--- config.mk ---
export PLATFORM = sky130hd
export DESIGN_NAME = chacha20_stream_cipher_top
export DESIGN_NICKNAME = d
export VERILOG_FILES = /design/src/rtl/chacha_pkg.sv /design/src/rtl/chacha_qstep.sv /design/src/rtl/chacha_core.sv /design/src/rtl/chacha20_stream_cipher_top.sv
export SDC_FILE = /design/constraint.sdc
export NUM_CORES = 2
export LEC_CHECK = 0
export ABC_CLOCK_PERIOD_IN_PS = 31200
export BUFFER_PORTS_ARGS = -buffer_cell sky130_fd_sc_hd__buf_2
export CAP_MARGIN = 20
export CORE_ASPECT_RATIO = 0.5
export CORE_MARGIN = 4
export CORE_UTILIZATION = 45
export DETAILED_ROUTE_END_ITERATION = 8
export PLACE_DENSITY = 0.63
export SLEW_MARGIN = 20
export SYNTH_ARGS = -nofsm -noshare
export SYNTH_HDL_FRONTEND = slang
export SYNTH_SLANG_ARGS = --single-unit
--- constraint.sdc ---
create_clock -name aclk -period 31.2 [get_ports aclk]
set_input_delay 3.12 -clock aclk [delete_from_list [all_inputs] [get_ports aclk]]
set_output_delay 3.12 -clock aclk [all_outputs]
set_load 0.01 [all_outputs]
--- src/rtl/chacha_pkg.sv ---
`timescale 1ns / 1ps
package chacha_pkg;

    localparam int DOUBLE_ROUNDS = 10;
    localparam int ROUNDS        = 2 * DOUBLE_ROUNDS;
    localparam int RND_W         = $clog2(ROUNDS);
    localparam int WORDS         = 16;
    localparam int POS_W         = 4;

    localparam logic [31:0] SIGMA0 = 32'h61707865;
    localparam logic [31:0] SIGMA1 = 32'h3320646e;
    localparam logic [31:0] SIGMA2 = 32'h79622d32;
    localparam logic [31:0] SIGMA3 = 32'h6b206574;

    // Configuration register indexes.
    localparam int CFG_IDX_W = 3;
    localparam int CFG_DATA_W = 64;
    localparam logic [CFG_IDX_W-1:0] CFG_KEY01    = 3'd0;
    localparam logic [CFG_IDX_W-1:0] CFG_KEY23    = 3'd1;
    localparam logic [CFG_IDX_W-1:0] CFG_KEY45    = 3'd2;
    localparam logic [CFG_IDX_W-1:0] CFG_KEY67    = 3'd3;
    localparam logic [CFG_IDX_W-1:0] CFG_NONCE01  = 3'd4;
    localparam logic [CFG_IDX_W-1:0] CFG_NONCE2   = 3'd5;
    localparam logic [CFG_IDX_W-1:0] CFG_INIT_CTR = 3'd6;

    // Quarter-round step codes: add/xor/rotate by 16, 12, 8 and 7.
    localparam logic [1:0] STEP_R16 = 2'd0;
    localparam logic [1:0] STEP_R12 = 2'd1;
    localparam logic [1:0] STEP_R8  = 2'd2;
    localparam logic [1:0] STEP_R7  = 2'd3;

    typedef logic [WORDS-1:0][31:0] block_t;
    typedef logic [3:0][63:0]       key_t;

    typedef struct packed {
        logic        start;
        logic [31:0] counter;
    } core_req_t;

    function automatic block_t build_init(key_t key, logic [63:0] n01, logic [31:0] n2,
                                          logic [31:0] ctr);
        block_t b;
        b[0] = SIGMA0;
        b[1] = SIGMA1;
        b[2] = SIGMA2;
        b[3] = SIGMA3;
        for (int i = 0; i < 4; i++) begin
            b[4'(4 + 2 * i)] = key[2'(i)][31:0];
            b[4'(5 + 2 * i)] = key[2'(i)][63:32];
        end
        b[12] = ctr;
        b[13] = n01[31:0];
        b[14] = n01[63:32];
        b[15] = n2;
        return b;
    endfunction

    function automatic logic [31:0] byte_mask(logic [2:0] nb);
        logic [31:0] m;
        unique case (nb)
            3'd0:    m = 32'h0000_0000;
            3'd1:    m = 32'h0000_00ff;
            3'd2:    m = 32'h0000_ffff;
            3'd3:    m = 32'h00ff_ffff;
            default: m = 32'hffff_ffff;
        endcase
        return m;
    endfunction

endpackage

--- src/rtl/chacha_qstep.sv ---
`timescale 1ns / 1ps
module chacha_qstep (
    input  logic [31:0] p_in,
    input  logic [31:0] q_in,
    input  logic [31:0] r_in,
    input  logic [1:0]  step,
    output logic [31:0] p_out,
    output logic [31:0] r_out
);
    import chacha_pkg::*;

    logic [31:0] mix;

    // One quarter-round step: p += q; r = rotl(r ^ p, s).
    assign p_out = p_in + q_in;
    assign mix   = r_in ^ p_out;

    always_comb begin
        unique case (step)
            STEP_R16: r_out = {mix[15:0], mix[31:16]};
            STEP_R12: r_out = {mix[19:0], mix[31:20]};
            STEP_R8:  r_out = {mix[23:0], mix[31:24]};
            STEP_R7:  r_out = {mix[24:0], mix[31:25]};
            default:  r_out = mix;
        endcase
    end

endmodule

--- src/rtl/chacha_core.sv ---
`timescale 1ns / 1ps
module chacha_core (
    input  logic                  aclk,
    input  logic                  aresetn,
    input  chacha_pkg::key_t      cfg_key,
    input  logic [63:0]           cfg_nonce01,
    input  logic [31:0]           cfg_nonce2,
    input  chacha_pkg::core_req_t req,
    output logic                  done,
    output chacha_pkg::block_t    ks
);
    import chacha_pkg::*;

    localparam logic [1:0] PH_IDLE  = 2'd0;
    localparam logic [1:0] PH_ROUND = 2'd1;
    localparam logic [1:0] PH_ADD   = 2'd2;

    logic [1:0]       phase_reg, phase_next;
    logic [RND_W-1:0] rnd_reg, rnd_next;
    logic [1:0]       stp_reg, stp_next;
    logic [31:0]      ctr_reg, ctr_next;
    logic             done_reg, done_next;
    block_t           state_reg, state_next;
    block_t           init_start, init_add;

    logic [31:0] lane_p [4];
    logic [31:0] lane_q [4];
    logic [31:0] lane_r [4];
    logic [31:0] lane_po [4];
    logic [31:0] lane_ro [4];

    logic diag;
    logic odd_step;

    assign diag     = rnd_reg[0];
    assign odd_step = stp_reg[0];

    assign init_start = build_init(cfg_key, cfg_nonce01, cfg_nonce2, req.counter);
    assign init_add   = build_init(cfg_key, cfg_nonce01, cfg_nonce2, ctr_reg);

    // Operand selection: column rounds use rows as they are, diagonal rounds
    // take rows one, two and three rotated by one, two and three words.
    always_comb begin
        logic [31:0] wa, wb, wc, wd;
        for (int l = 0; l < 4; l++) begin
            wa = state_reg[4'(l)];
            wb = diag ? state_reg[4'(4 + ((l + 1) % 4))] : state_reg[4'(4 + l)];
            wc = diag ? state_reg[4'(8 + ((l + 2) % 4))] : state_reg[4'(8 + l)];
            wd = diag ? state_reg[4'(12 + ((l + 3) % 4))] : state_reg[4'(12 + l)];
            lane_p[l] = odd_step ? wc : wa;
            lane_q[l] = odd_step ? wd : wb;
            lane_r[l] = odd_step ? wb : wd;
        end
    end

    for (genvar g = 0; g < 4; g++) begin : g_lane
        chacha_qstep u_qstep (
            .p_in  (lane_p[g]),
            .q_in  (lane_q[g]),
            .r_in  (lane_r[g]),
            .step  (stp_reg),
            .p_out (lane_po[g]),
            .r_out (lane_ro[g])
        );
    end

    always_comb begin
        phase_next = phase_reg;
        rnd_next   = rnd_reg;
        stp_next   = stp_reg;
        ctr_next   = ctr_reg;
        done_next  = 1'b0;
        state_next = state_reg;
        unique case (phase_reg)
            PH_IDLE: begin
                if (req.start) begin
                    state_next = init_start;
                    ctr_next   = req.counter;
                    rnd_next   = '0;
                    stp_next   = STEP_R16;
                    phase_next = PH_ROUND;
                end
            end
            PH_ROUND: begin
                for (int l = 0; l < 4; l++) begin
                    if (!odd_step) begin
                        state_next[4'(l)] = lane_po[l];
                        if (diag) begin
                            state_next[4'(12 + ((l + 3) % 4))] = lane_ro[l];
                        end else begin
                            state_next[4'(12 + l)] = lane_ro[l];
                        end
                    end else begin
                        if (diag) begin
                            state_next[4'(8 + ((l + 2) % 4))] = lane_po[l];
                            state_next[4'(4 + ((l + 1) % 4))] = lane_ro[l];
                        end else begin
                            state_next[4'(8 + l)] = lane_po[l];
                            state_next[4'(4 + l)] = lane_ro[l];
                        end
                    end
                end
                stp_next = stp_reg + 2'd1;
                if (stp_reg == STEP_R7) begin
                    rnd_next = rnd_reg + RND_W'(1);
                    if (rnd_reg == RND_W'(ROUNDS - 1)) begin
                        phase_next = PH_ADD;
                    end
                end
            end
            PH_ADD: begin
                for (int i = 0; i < WORDS; i++) begin
                    state_next[4'(i)] = state_reg[4'(i)] + init_add[4'(i)];
                end
                done_next  = 1'b1;
                phase_next = PH_IDLE;
            end
            default: begin
                phase_next = PH_IDLE;
            end
        endcase
    end

    always_ff @(posedge aclk) begin
        if (!aresetn) begin
            phase_reg <= PH_IDLE;
            rnd_reg   <= '0;
            stp_reg   <= STEP_R16;
            done_reg  <= 1'b0;
        end else begin
            phase_reg <= phase_next;
            rnd_reg   <= rnd_next;
            stp_reg   <= stp_next;
            done_reg  <= done_next;
        end
        ctr_reg   <= ctr_next;
        state_reg <= state_next;
    end

    assign done = done_reg;
    assign ks   = state_reg;

endmodule

--- src/rtl/chacha20_stream_cipher_top.sv ---
`timescale 1ns / 1ps
// ChaCha20 stream cipher, one 32-bit word per handshake.
// Load the key, nonce and initial block counter through the cfg_we / cfg_index /
// cfg_wdata port while no word is in flight. Plaintext words enter on the s_
// channel with a valid byte count and a last-word flag; ciphertext words leave
// on the m_ channel in the same order, one for each input word.
// The first word of every 16-word block starts a keystream block: four
// quarter-round lanes work one add/xor/rotate step per cycle, so each of the
// 20 rounds takes four steps, and a final add of the input block follows them.
// The other 15 words of a block are accepted and then loaded into the output
// register without waiting for the core.
// The counter wraps modulo 2^32 and is reloaded from the configuration after
// a word marked last. Bytes beyond the valid count come out as zero.
// Reset (aresetn low, synchronous) clears the message state, empties the
// output register and restores the configuration defaults (counter one).
// When the receiver stalls, the finished word waits in the output register;
// one further input word can still be accepted and is held until the output
// register frees up.
module chacha20_stream_cipher_top (
    input  logic        aclk,
    input  logic        aresetn,
    input  logic        cfg_we,
    input  logic [2:0]  cfg_index,
    input  logic [63:0] cfg_wdata,
    input  logic        s_valid,
    output logic        s_ready,
    input  logic [31:0] s_plain_word,
    input  logic [2:0]  s_valid_bytes,
    input  logic        s_last_word,
    output logic        m_valid,
    input  logic        m_ready,
    output logic [31:0] m_cipher_word,
    output logic [2:0]  m_valid_bytes_out,
    output logic        m_last_out
);
    import chacha_pkg::*;

    localparam logic ST_IDLE = 1'b0;
    localparam logic ST_WAIT = 1'b1;

    // Configuration registers.
    key_t        key_reg;
    logic [63:0] nonce01_reg;
    logic [31:0] nonce2_reg;
    logic [31:0] init_ctr_reg;

    // Message bookkeeping.
    logic             state_reg, state_next;
    logic             active_reg, active_next;
    logic [POS_W-1:0] pos_reg, pos_next;
    logic [31:0]      blk_ctr_reg, blk_ctr_next;
    logic             need_blk_reg, need_blk_next;

    // The accepted word, held until its keystream word is ready.
    logic [31:0]      hold_word_reg;
    logic [2:0]       hold_nb_reg;
    logic             hold_last_reg;
    logic [POS_W-1:0] hold_pos_reg;

    logic        out_valid_reg, out_valid_next;
    logic [31:0] out_word_reg;
    logic [2:0]  out_nb_reg;
    logic        out_last_reg;

    logic             accept;
    logic             produce;
    logic [POS_W-1:0] pos_eff;
    logic [31:0]      ctr_eff;
    core_req_t        core_req;
    logic             core_done;
    block_t           ks;

    assign s_ready = (state_reg == ST_IDLE);
    assign accept  = s_valid && s_ready;

    // A word outside a message starts a new one at position zero with the
    // counter taken from the configuration.
    assign pos_eff = active_reg ? pos_reg : '0;
    assign ctr_eff = active_reg ? blk_ctr_reg : init_ctr_reg;

    assign core_req.start   = accept && (pos_eff == '0);
    assign core_req.counter = ctr_eff;

    chacha_core u_core (
        .aclk        (aclk),
        .aresetn     (aresetn),
        .cfg_key     (key_reg),
        .cfg_nonce01 (nonce01_reg),
        .cfg_nonce2  (nonce2_reg),
        .req         (core_req),
        .done        (core_done),
        .ks          (ks)
    );

    assign produce = (state_reg == ST_WAIT) && !need_blk_reg && (!out_valid_reg || m_ready);

    always_comb begin
        state_next    = state_reg;
        active_next   = active_reg;
        pos_next      = pos_reg;
        blk_ctr_next  = blk_ctr_reg;
        need_blk_next = need_blk_reg;
        if (core_done) begin
            need_blk_next = 1'b0;
        end
        if (accept) begin
            state_next    = ST_WAIT;
            need_blk_next = (pos_eff == '0);
            blk_ctr_next  = (pos_eff == '0) ? ctr_eff + 32'd1 : ctr_eff;
            if (s_last_word) begin
                active_next = 1'b0;
                pos_next    = '0;
            end else begin
                active_next = 1'b1;
                pos_next    = pos_eff + POS_W'(1);
            end
        end else if (produce) begin
            state_next = ST_IDLE;
        end
        out_valid_next = out_valid_reg;
        if (produce) begin
            out_valid_next = 1'b1;
        end else if (m_ready) begin
            out_valid_next = 1'b0;
        end
    end

    always_ff @(posedge aclk) begin
        if (!aresetn) begin
            key_reg       <= '0;
            nonce01_reg   <= '0;
            nonce2_reg    <= '0;
            init_ctr_reg  <= 32'd1;
            state_reg     <= ST_IDLE;
            active_reg    <= 1'b0;
            pos_reg       <= '0;
            blk_ctr_reg   <= '0;
            need_blk_reg  <= 1'b0;
            out_valid_reg <= 1'b0;
        end else begin
            if (cfg_we) begin
                unique case (cfg_index)
                    CFG_KEY01:    key_reg[0]   <= cfg_wdata;
                    CFG_KEY23:    key_reg[1]   <= cfg_wdata;
                    CFG_KEY45:    key_reg[2]   <= cfg_wdata;
                    CFG_KEY67:    key_reg[3]   <= cfg_wdata;
                    CFG_NONCE01:  nonce01_reg  <= cfg_wdata;
                    CFG_NONCE2:   nonce2_reg   <= cfg_wdata[31:0];
                    CFG_INIT_CTR: init_ctr_reg <= cfg_wdata[31:0];
                    default: begin
                    end
                endcase
            end
            state_reg     <= state_next;
            active_reg    <= active_next;
            pos_reg       <= pos_next;
            blk_ctr_reg   <= blk_ctr_next;
            need_blk_reg  <= need_blk_next;
            out_valid_reg <= out_valid_next;
        end
        if (accept) begin
            hold_word_reg <= s_plain_word;
            hold_nb_reg   <= s_valid_bytes;
            hold_last_reg <= s_last_word;
            hold_pos_reg  <= pos_eff;
        end
        if (produce) begin
            out_word_reg <= (hold_word_reg ^ ks[hold_pos_reg]) & byte_mask(hold_nb_reg);
            out_nb_reg   <= hold_nb_reg;
            out_last_reg <= hold_last_reg;
        end
    end

    assign m_valid           = out_valid_reg;
    assign m_cipher_word     = out_word_reg;
    assign m_valid_bytes_out = out_nb_reg;
    assign m_last_out        = out_last_reg;

endmodule

[Word-level counts from Yosys, hierarchy flattened]
Index checks and enable logic that the tools add are counted.
Storage, ports and cells
  flip-flop bits (word level): 766
  latch bits: 0
  bits in writable memories: 0
  bits in read-only memories: 0
  bits of input ports: 108
  logic and storage cells: 167
  memories: 0
Cells by class
  add/subtract/negate cells: 16
  multipliers: 0
  div/mod/pow operators: 0
  $lt $le $gt $ge: 1
  equality and inequality tests: 17
  shift-type cells: 0
  muxes and demuxes: 64
  bitwise gates (word level): 7
  reduce and logical (&&, ||, !) cells: 28
Operator list (count)
  $mux W32: 34
  $pmux W256 S3: 1
  $pmux W32 S4: 5
  $add A32 B32 Y32: 8
  $mux W256: 1
  $mux W64: 3
  $xor A32 B32 Y32: 5
  $bmux W32 S4: 1
  $add A32 B31 Y32 const B: 3
  $add A32 B1 Y32 const B: 1
  $add A32 B30 Y32 const B: 1
  $and A32 B32 Y32: 1
  $reduce_and A2 Y1: 8
  $mux W5: 2
  $pmux W5 S2: 1
  $eq A3 B3 Y1 const B: 3
  $reduce_and A3 Y1: 3
  $mux W1: 8
  $mux W2: 4
  $mux W4: 2
  $pmux W2 S2: 2
  $reduce_bool A2 Y1: 4
  $eq A2 B2 Y1 const B: 3
  $eq A3 B1 Y1 const B: 2
  other kinds (17): 27

[Longest topological paths before layout]
  depth after elaboration: 14
  depth in mapped cells: 19
  depth with buffers taken out: 16

[Modules after synthesis]
A second synthesis with hierarchy kept.
Second synthesis, totals
  cell total of the unflattened synthesis: 6857
  area total of the unflattened synthesis: 64924.8 um2
By module, submodules not included
  chacha_core: times used 1, cells each 2828, area each 28656.2 um2, sequential area each 11731.3 um2
  chacha20_stream_cipher_top: times used 1, cells each 2390, area each 23536.3 um2, sequential area each 10770.3 um2
  chacha_qstep at u_core.g_lane[0].u_qstep ...: times used 3, cells each 403, area each 3148.0 um2, sequential area each 0.0 um2
  chacha_qstep at u_core.g_lane[3].u_qstep: times used 1, cells each 430, area each 3288.2 um2, sequential area each 0.0 um2

[Worst setup path after synthesis]
OpenSTA, ideal clock, no wires.
  path kind: input to register
  start point: in s_valid
  end point: reg u_core.state_reg (netlist bit u_core.ks[0]) (enable)
  setup time: 759 ps
  arrival time: 11963 ps
  slack: 18478 ps
  stages: 5
  buffers on the path: 1
  cell sequence: nand2_1 nor2_1 nor2b_1 clkbuf_1 nor3_1
Between the ends
  cells in the longest elaborated chain, start to end: 4
RTL lines
  start: declaration: RTL line chacha20_stream_cipher_top.sv:25  | input logic s_valid,
  $logic_and A1 B1 Y1: RTL line chacha20_stream_cipher_top.sv:74  | assign accept = s_valid && s_ready;
  $logic_and A1 B1 Y1: RTL line chacha20_stream_cipher_top.sv:81  | assign core_req.start = accept && (pos_eff == '0);
  $ne A2 B2 Y1 (no line)
  $reduce_and A3 Y1 (no line)
  end signal: assignment: RTL line chacha_core.sv:137  | state_reg <= state_next;
  end: declaration: RTL line chacha_core.sv:23  | block_t state_reg, state_next;
No other way between the ends.
A chain may end at the register's enable or synchronous reset.

==> flow_summary_export.csv <==
group,metric,value,unit
floorplanning,ios,146,
floorplanning,initial_core_util,45.66,%
sta,setup_viol,0,
sta,setup_tns,0,ns
setup_path,arrival,7.53,ns
placed_design,dpl.hpwl,220.6,mm
clock_network,cts_root_buf,"clkbuf_16",
routing,viasPerCell,7.076,
sta,fmaxAchievable,0.1414,GHz
logic_synthesis,synth.area.top_cells,"edfxtp_1 (25%), dfxtp_1 (11%), nand2_1 (6.2%)",
sta,drv_slew,0,
cells_and_area,largest_reg_flops,384,
placed_design,numPortBuffers,145,
logic_synthesis,ys_seq_area_share,35.97,%
clock_network,post_cts_buffers,0,
clock_network,clock_path_buffers,3,
hold_path,hp-class,"reg2reg",
logic_synthesis,ys_async_sr_fraction,0,%
clock_network,cts.sinks,766,
logic_synthesis,ys_types,96,
power,p_per_area,103.3,nW/um^2
logic_synthesis,synth_top_area_cell,"edfxtp_1",
power,leakagePower,22.98,nW
global_routing,grt_max_degree,142,
cells_and_area,fin_nets,6400,
logic_synthesis,ys_ff_latch,766,
clock_network,worstSkewPairLatency,0.74,ns
logic_synthesis,synthTopCellsByCount,"nand2_1 (916), a21oi_1 (603), edfxtp_1 (460), nor2_1 (332), clkbuf_1 (324)",
logic_synthesis,syn-cell-area,55430,um^2
floorplanning,die_height,256.2,um
sta,finalHoldViolations,0,
routing,drcViolationCount,1,
routing,antenna_left,0,
sta,skew,0.04866,ns
logic_synthesis,avgSynthCellArea,9.150,um^2
logic_synthesis,yosysMostFrequentCell,"nand2_1",
placed_design,gp_congestion,1.222,
routing,wl_per_cell,37.00,um
routing,firstDrtPassIters,9,
power,irDropWorstVdd,0.05162,mV
logic_synthesis,synthFlopType,"edfxtp_1",
cells_and_area,drive_gt1_share,11.16,%
routing,drt_iter0_markers,10647,
routing,finalWirelength,285.2,mm
global_routing,grt_pass1_vias,48776,
floorplanning,std_cell_rows,90,
run_status,violations,"DRC",
floorplanning,die_area,129200,um^2
logic_synthesis,ys_warn_count,0,
job,cap_violations,0,
setup_path,cp_data_required_time,31.66,ns
hold_path,hold_depth,0,
clock_network,clkSlewWorstSetupHoldPaths,0.07,ns
sta,hold_ws,0.4135,ns
clock_network,cts_made_buffers,76,
setup_path,endpoint_kind,"register",
logic_synthesis,synth_edf_count,460,
logic_synthesis,syn_nets,6439,
floorplanning,die_w,504.3,um
sta,rsz0062_at_grt,"no",
routing,vias,54545,
sta,fin_crit,7.070,ns
setup_path,start_kind,"register",
sta,period_share,22.66,%
cells_and_area,syn_to_final_growth,9.325,%
clock_network,cts_tree,"yes",
global_routing,grt_pass1_wl,386.2,mm
global_routing,grtUsageTotal,42.12,%
setup_path,setup.worst_path.class,"reg2reg",
floorplanning,core_area,121400,um^2
clock_network,htree_levels,3,
logic_synthesis,syn_inst,6058,
sta,tightest_slew,1.375,ns
setup_path,reg2reg_depth,15,
sta,relSlewSlack,7.681,%
global_routing,gr-total-overflow,0,
clock_network,hold_buffers,0,
run_status,status,"finished with violations",
global_routing,grt_antenna_before_repair,24,
clock_network,cts-resized-gates,0,
logic_synthesis,synth_top_area_share,24.92,%
setup_path,cp_max_fo,63,
final cells by class:
cell class | instances | area, um^2
fill | 11289 | 60790
multi-input combinational | 4745 | 33650
sequential | 766 | 19940
clock buffer | 108 | 2248
tap | 1610 | 2014
timing repair buffer | 253 | 1573
inverter | 177 | 675.6
clock inverter | 34 | 457.9
antenna | 15 | 37.54
final timing paths:
path / startpoint / end / slack [ns]
worst max-delay path: u_core.rnd_reg[0]$_SDFFE_PN0P_ / u_core.ks[131]$_DFFE_PP_ / 24.13
worst max register to register: u_core.rnd_reg[0]$_SDFFE_PN0P_ / u_core.ks[131]$_DFFE_PP_ / 24.13
worst min register to register: nonce01_reg[32]$_SDFFE_PN0P_ / u_core.ks[448]$_DFFE_PP_ / 0.41
worst min-delay path: nonce01_reg[32]$_SDFFE_PN0P_ / u_core.ks[448]$_DFFE_PP_ / 0.41
routing by layer:
metal	wire length, um	vias to the layer above	global-route usage (%)	share of wire, %
met3	53760	572	24.59	19
met1	116900	26916	59.50	41
met2	101200	4359	51.41	35
met5	206	-	0.1096	0.072
li1	-	22688	-	-
met4	13120	10	15.59	4.6
worst max-delay path, cell delays in order (launching register included):
cell and delay [ns]:
dfxtp_4 0.63, buf_4 0.92, buf_4 0.81, mux2_2 0.48, ha_1 0.46, nor2_1 0.20
nor3b_1 0.10, o41ai_1 0.31, nand3_1 0.16, o21a_1 0.26, o311ai_2 0.70, xor2_1 0.29
a221o_1 0.44, and3_1 0.18, o21ai_0 0.52, a31oi_1 0.16
where the power goes:
group / switching [mW] / leakage (nW) / total, mW / internal (mW)
Combinational: 2.71 / 14.7 / 3.72 / 1.01
Clock: 0.472 / 1.32 / 1.03 / 0.563
Sequential: 0.282 / 6.96 / 1.50 / 1.22
cell families after synthesis:
logic type	synth area share, %
compound gates	23.42
xor+xnor	8.584
fa+ha+maj	6.271
buf+inv	3.747
flops	35.97
mux	8.047
simple gates	13.95
cell usage in the layout, fill, tap and decap left out, types with 63 or more instances in the layout:
cell / count
xnor2_1: 251
edfxtp_1: 460
nand2_1: 911
clkbuf_16: 81
dfxtp_1: 304
mux4_2: 96
a22oi_1: 66
a21oi_1: 603
a21o_1: 120
xor2_1: 210
ha_1: 258
mux2_2: 117
a222oi_1: 82
mux2i_1: 97
nor3_1: 66
and3_1: 63
inv_1: 171
nand3_1: 90
a221oi_1: 99
o21ai_0: 286
buf_2: 147
buf_4: 95
nor2_1: 324
metrics by stage:
| stage | cell area, um^2 | worst slack, ns | instances | total power, mW | utilization, % |
|---|---|---|---|---|---|
| 2_1_floorplan | 55430 | 18.48 | 6058 | 3.232 | - |
| 3_3_place_gp | 57690 | 24.60 | 7539 | 4.903 | 47.52 |
| 3_5_place_dp | 57710 | 24.53 | 7541 | 4.893 | 47.54 |
| 4_1_cts | 60410 | 24.55 | 7683 | 5.931 | 49.77 |
| 5_1_grt | 60570 | 24.00 | 7696 | 6.274 | 49.89 |
| 6_report | 60600 | 24.13 | 7708 | 6.260 | 49.92 |
(Power assumes the default switching activity.)
